[src/sv/qpr_pkg.sv]
// shared types, widths and tables for the quaternion product and rotation block
`timescale 1ns / 1ps
`default_nettype none

package qpr_pkg;

  // component format
  localparam int COMP_WIDTH = 16;
  localparam int FRAC_BITS  = 14;
  localparam int NUM_COMP   = 4;
  localparam int NUM_TERM   = 4;
  localparam int NUM_VEC    = 3;

  // first product: full-precision terms and four-term sums
  localparam int PROD1_W = 2 * COMP_WIDTH;
  localparam int SUM1_W  = PROD1_W + 2;
  localparam int T_W     = SUM1_W - FRAC_BITS;

  // second product: intermediate times conjugate
  localparam int CONJ_W  = COMP_WIDTH + 1;
  localparam int PROD2_W = T_W + CONJ_W;
  localparam int SUM2_W  = PROD2_W + 2;
  localparam int FIN_W   = SUM2_W - FRAC_BITS;

  typedef logic signed [COMP_WIDTH-1:0] comp_t;
  typedef logic signed [CONJ_W-1:0]     conj_t;
  typedef logic signed [PROD1_W-1:0]    prod1_t;
  typedef logic signed [SUM1_W-1:0]     sum1_t;
  typedef logic signed [T_W-1:0]        tmp_t;
  typedef logic signed [PROD2_W-1:0]    prod2_t;
  typedef logic signed [SUM2_W-1:0]     sum2_t;
  typedef logic signed [FIN_W-1:0]      fin_t;
  typedef logic [1:0]                   idx_t;

  typedef enum logic {
    OP_PRODUCT = 1'b0,
    OP_ROTATE  = 1'b1
  } op_t;

  // load enables of the two register stages inside one product unit
  typedef struct packed {
    logic mul;
    logic acc;
  } stage_en_t;

  typedef struct packed {
    logic  clip;
    comp_t val;
  } sat_t;

  localparam comp_t COMP_MAX = comp_t'({1'b0, {(COMP_WIDTH-1){1'b1}}});
  localparam comp_t COMP_MIN = comp_t'({1'b1, {(COMP_WIDTH-1){1'b0}}});

  // half an lsb, added before the rounding shift
  localparam sum1_t HALF1 = sum1_t'(1 << (FRAC_BITS - 1));
  localparam sum2_t HALF2 = sum2_t'(1 << (FRAC_BITS - 1));

  // hamilton product p*q: term k of row r is p[P_IDX[k]] * q[Q_IDX[r][k]]
  localparam idx_t P_IDX [NUM_TERM] = '{2'd3, 2'd0, 2'd1, 2'd2};
  localparam idx_t Q_IDX [NUM_COMP][NUM_TERM] = '{
    '{2'd0, 2'd3, 2'd2, 2'd1},
    '{2'd1, 2'd2, 2'd3, 2'd0},
    '{2'd2, 2'd1, 2'd0, 2'd3},
    '{2'd3, 2'd0, 2'd1, 2'd2}
  };
  // terms that are subtracted
  localparam logic T_NEG [NUM_COMP][NUM_TERM] = '{
    '{1'b0, 1'b0, 1'b0, 1'b1},
    '{1'b0, 1'b1, 1'b0, 1'b0},
    '{1'b0, 1'b0, 1'b1, 1'b0},
    '{1'b0, 1'b1, 1'b1, 1'b1}
  };

  // clip a rounded value to the component range
  function automatic sat_t sat_comp(input fin_t v);
    sat_t s;
    s.clip = 1'b0;
    s.val  = comp_t'(v);
    if (v > fin_t'(COMP_MAX)) begin
      s.clip = 1'b1;
      s.val  = COMP_MAX;
    end else if (v < fin_t'(COMP_MIN)) begin
      s.clip = 1'b1;
      s.val  = COMP_MIN;
    end
    return s;
  endfunction

endpackage

`default_nettype wire

[src/sv/qpr_sat.sv]
// result selection, saturation and output register
`timescale 1ns / 1ps
`default_nettype none

module qpr_sat import qpr_pkg::*; (
  input  logic  clk,
  input  logic  en,
  input  op_t   op_in,
  input  tmp_t  t_in [NUM_COMP],
  input  fin_t  u_in [NUM_VEC],
  output comp_t r_out [NUM_COMP],
  output logic  sat_out
);

  sat_t  s [NUM_COMP];
  comp_t r_next [NUM_COMP];
  logic  clip_next;

  // pick product or rotation result and clip each component
  always_comb begin
    for (int i = 0; i < NUM_VEC; i++) begin
      s[i] = sat_comp((op_in == OP_ROTATE) ? u_in[i] : fin_t'(t_in[i]));
    end
    if (op_in == OP_ROTATE) begin
      s[NUM_COMP-1] = '0;
    end else begin
      s[NUM_COMP-1] = sat_comp(fin_t'(t_in[NUM_COMP-1]));
    end
    clip_next = 1'b0;
    for (int i = 0; i < NUM_COMP; i++) begin
      r_next[i] = s[i].val;
      clip_next = clip_next | s[i].clip;
    end
  end

  // output register
  always_ff @(posedge clk) begin
    if (en) begin
      r_out   <= r_next;
      sat_out <= clip_next;
    end
  end

endmodule

`default_nettype wire

[config.mk]
export PLATFORM = sky130hd
export DESIGN_NAME = qpr_sat
export DESIGN_NICKNAME = d
export VERILOG_FILES = /design/src/sv/qpr_pkg.sv /design/src/sv/qpr_sat.sv
export SDC_FILE = /design/constraint.sdc
export NUM_CORES = 1
export LEC_CHECK = 0
export ABC_CLOCK_PERIOD_IN_PS = 2500
export BUFFER_PORTS_ARGS = -buffer_cell sky130_fd_sc_hd__buf_2
export CELL_PAD_IN_SITES_DETAIL_PLACEMENT = 1
export CELL_PAD_IN_SITES_GLOBAL_PLACEMENT = 2
export CORE_AREA = 2 2 127 129
export DETAILED_ROUTE_END_ITERATION = 16
export DIE_AREA = 0 0 129 131
export GPL_TIMING_DRIVEN = 0
export PLACE_DENSITY = 0.78
export SLEW_MARGIN = 5
export SYNTH_ARGS = -nofsm -noshare
export SYNTH_HDL_FRONTEND = slang
export SYNTH_SLANG_ARGS = --single-unit
export TNS_END_PERCENT = 10
[constraint.sdc]
create_clock -name clk -period 2.5 [get_ports clk]
set_input_delay 0.75 -clock clk [delete_from_list [all_inputs] [get_ports clk]]
set_output_delay 0.75 -clock clk [all_outputs]
set_load 0.02 [all_outputs]
==> Word level (Yosys, flattened, before mapping) <==
Cells that the tools add are included.
{ "totals": {"reg_bits": 65, "in_bits": 158, "output_inout_bits": 65, "wordCells": 30} }
{ "classes": {"n_bitwise": 3, "n_mux": 12, "magnitude_cmp": 8, "n_reduce_logical": 1} }
{ "ops": {"columns": ["cell", "count"], "rows": [
  ["2-to-1 mux 17 bit", 9],
  ["> comparator 25 x 16 -> 1 bit (second input constant)", 3],
  ["less-than comparator 25 x 16 -> 1 bit (second input constant)", 3],
  ["2-to-1 mux 25 bit", 3],
  ["> comparator 20 x 16 -> 1 bit (second input constant)", 1],
  ["less-than comparator 20 x 16 -> 1 bit (second input constant)", 1],
  ["bitwise OR 1 bit", 3],
  ["OR reduction 2 bit", 1]
]} }

==> Longest topological paths before layout <==
{ "logic_depth": {"depth_word": 7, "depth_mapped": 7, "ltp_nobuf": 5} }

==> Worst setup path before layout <==
No wires, ideal clock.
{ "synth_timing": {"path_type": "input to register", "from": "in u_in[16] (netlist bit)", "to": "reg sat_out, data pin", "path_buffers": 0, "slack_ns": 0.099, "setup_ns": 0.272, "required_ns": 2.228, "arrival_ns": 2.129, "cell_stages": 5, "cell_sequence": "or4_4 > nor4_2 > or3_4 > o21ai_2 > or4_1"} }
{ "synth_between": {"elab_chain_len": 6, "word_cells_on_any_way": 7, "cone_classes": "order compare: 2; mux: 3; bitwise: 2"} }
{ "synth_rtl": {"columns": ["item", "line_no", "text"], "rows": [
  ["start, declared", "qpr_sat.sv:10", "input fin_t u_in [NUM_VEC],"],
  ["2-to-1 mux 25 bit (*)", "qpr_sat.sv:22", "s[i] = sat_comp((op_in == OP_ROTATE) ? u_in[i] : fin_t'(t_in[i]));"],
  ["less-than comparator 25 x 16 -> 1 bit", "qpr_pkg.sv:82", "end else if (v < fin_t'(COMP_MIN)) begin"],
  ["2-to-1 mux 17 bit", "qpr_pkg.sv:82", null],
  ["2-to-1 mux 17 bit (*)", "qpr_pkg.sv:79", "if (v > fin_t'(COMP_MAX)) begin"],
  ["bitwise OR 1 bit (*) (2 in a row)", "qpr_sat.sv:32", "clip_next = clip_next | s[i].clip;"],
  ["via clip_next", "qpr_sat.sv:17", "logic clip_next;"],
  ["end signal, assigned", "qpr_sat.sv:40", "sat_out <= clip_next;"],
  ["end, declared", "qpr_sat.sv:12", "output logic sat_out"]
]} }
The timed path passes the listed nets; every way through them passes the cells marked *.
A chain may end at the register's enable or synchronous reset.

==> Final worst setup path <==
Same ends and word-level chain as after synthesis.

==> impl_metrics.toml <==
[synthesis]
synth_cells = 251
synth_seq_area_share_pct = 60.63
synthesis.area_per_instance_sq_um = 12.83
synth_cell_types = 32
syn_nets = 409
ys_warn_count = 0
synth-seq-cells = 65
synthArstFlopShare_pct = 0
synth_edf_count = 65
synth_ff_type = "edfxtp_1"
netlist_area_sq_mm = 0.003219

[global_routing]
antenna_found_initial = 0
grt_pass1_vias = 3055
grt_max_degree = 66
grt_remaining_overflow = 0
grt_pass1_wl_mm = 16.04
grt_usage_pct = 12.66

[worst_setup_path]
crit_family = "simple AND/OR/NAND/NOR gates"
critPathMaxStageDelay_ps = 520
crit_type = "in2reg"
crit_path_end = "sat_out"
worstSetupStartpointType = "primary input"
crit_required_ps = 2560
cp.depth = 6
worstPathArrival_ps = 2370
startpoint = "u_in[16]"
crit_path_cell_trace = "buf_2, or4_4, nor4_2, or3_4, o21ai_2, or4_1"
cp_max_fo = 7
critPathBufInv = 1
slowest_stage = "or4_4"
cp-end-kind = "flip-flop"

[cells_and_area]
area_delta_synth_final_pct = 51.42
drive_gt1_share_pct = 50.82
seqCellArea_sq_mm = 0.001952
fin_util_pct = 31.25
antennaDiodeCount = 0
nNetsFinal = 641
final_cell_mix = "buf_2 (226), edfxtp_1 (65), o21ai_0 (46), mux2i_1 (46), o21a_1 (15)"
fill_cells = 1799
final_common_cell = "buf_2"
multi_input_area_sq_mm = 0.001209

[sta]
tightest_slew_ps = 863.0
setup_viol = 0
worst_slack_ps = 193.5
fin_crit_ps = 2306
slew_headroom_pct = 42.47
timing.final.crit_share_pct = 92.26
fmax_mhz = 433.6
slew_violations = 0
rsz0062_at_grt = "false"
hold_viol = 0

[floorplan]
initial_core_util_pct = 20.64
ios = 223
rows = 46
die_y_microns = 131
dieArea_sq_mm = 0.01690
core_sq_mm = 0.01560
fp.dieW_microns = 129

[run]
maxCapViolCount = 0

[power]
p_int_mw = 2.235
p_leak_nw = 2.138
vdd_drop_max_v = 0.0002729
power_density_mw_per_mm2 = 632.3
p_seq_share_pct = 44.0
p_switching_mw = 0.8468
comb_power_share_pct = 20.3
clock_power_share_pct = 35.7
p_sw_share_pct = 27.48

[clocking]
root_buffer = "clkbuf_16"
clockBufferDepth = 2
htreeDepth = 3
cts.clk_slew.worst_paths_ps = 50
cts_buffers = 9
cts_sinks = 65
cts_tree = "done"

[detailed_routing]
via_per_inst = 4.236
vias = 2982
route.detailed.drc = 0
wl_mm = 11.12
ant_nets = 0
drt_first_pass_iters = 4
drt_iter0_drc = 85
wire_per_inst_microns = 15.80

[hold_path]
min_path_type = "in2reg"
hold_start = "t_in[8]"

[placed_design]
dp_hpwl_mm = 9.061
io_buffer_count = 221
pre_cts_ws_ps = -346.3
gp_congestion = 0.7511

[run_status]
outcome = "finished clean"
cells in the mapped netlist, types with 2 or more instances:
cell type | count | area (sq um)
o22ai_1 | 2 | 12.51
o21ai_0 | 46 | 230.2
nor3_1 | 5 | 25.02
clkbuf_1 | 8 | 30.03
or4_1 | 2 | 15.01
a21oi_1 | 7 | 35.03
buf_4 | 2 | 15.01
nand4_1 | 7 | 43.79
nor2_1 | 5 | 18.77
o21a_1 | 15 | 112.6
nor4_1 | 5 | 31.28
nand3_1 | 2 | 10.01
mux2i_1 | 46 | 460.4
buf_2 | 6 | 30.03
nand2_1 | 9 | 33.78
nand2b_1 | 2 | 12.51
edfxtp_1 | 65 | 1952
o31ai_1 | 2 | 15.01
nand3b_1 | 2 | 15.01
sequential cells by signal, indices dropped and copies added (netlist names):
signal / count
sat_out: 1
r_out: 64
kinds of logic (layout without fill, tap and decap cells):
logic type / count (synthesis) / in the layout / synth area share [%]
AO/OA/AOI/OAI: 76 / 76 / 13.87
flip-flops: 65 / 65 / 60.63
multiplexers: 47 / 47 / 14.65
AND/OR/NAND/NOR: 46 / 46 / 8.395
buffers and inverters: 17 / 254 / 2.448
power groups by stage:
stage	sequential [mW]	clock, mW	combinational, mW
after global routing	1.37	1.18	0.685
after floorplan	1.52	0	0.164
after global placement	1.38	0	0.620
after detailed placement	1.38	0	0.634
after CTS	1.36	1.14	0.635
final	1.36	1.10	0.624
metrics by stage:
step                      hold slack (ps)  cell area, sq um  total power [mW]  setup TNS, ps  instances
after floorplan                     862.5              3219             1.685              0        251
after global placement               1044              4596             1.996          -3289        688
after detailed placement             1042              4598             2.016          -4686        688
after CTS                           699.7              4855             3.132              0        704
after global routing                708.1              4875             3.230              0        704
final                               716.6              4875             3.082              0        704
worst min path at each step:
stage | to | depth (start not counted)
floorplan | r_out[0] | 0
global placement | r_out[1] | 2
detailed placement | r_out[9] | 2
CTS | r_out[9] | 2
global route | r_out[11] | 2
finish | r_out[8] | 2
routing by layer:
metal  global-route usage, %  up-vias  share of wire [%]
met5                       0        -                  0
met4                   4.348        0                1.2
met3                   3.013       13                6.7
met2                   23.34      128                 52
met1                   14.34     1390                 40
li1                        -     1451                  -
layout make-up:
cell class | count | area share (%)
Sequential cell | 65 | 40.04
Multi-Input combinational cell | 169 | 24.79
Timing Repair Buffer | 221 | 22.74
Tap cell | 216 | 5.544
Clock buffer | 12 | 4.851
Buffer | 16 | 1.540
Clock inverter | 4 | 0.4107
Inverter | 1 | 0.07700
repair_timing:
action                                  CTS  global route
setup buffers                             0             0
hold buffers                              0             0
gates resized for setup                   0             3
endpoints found under the setup margin    0            12
Note: power is estimated with default switching activity, not from simulation.
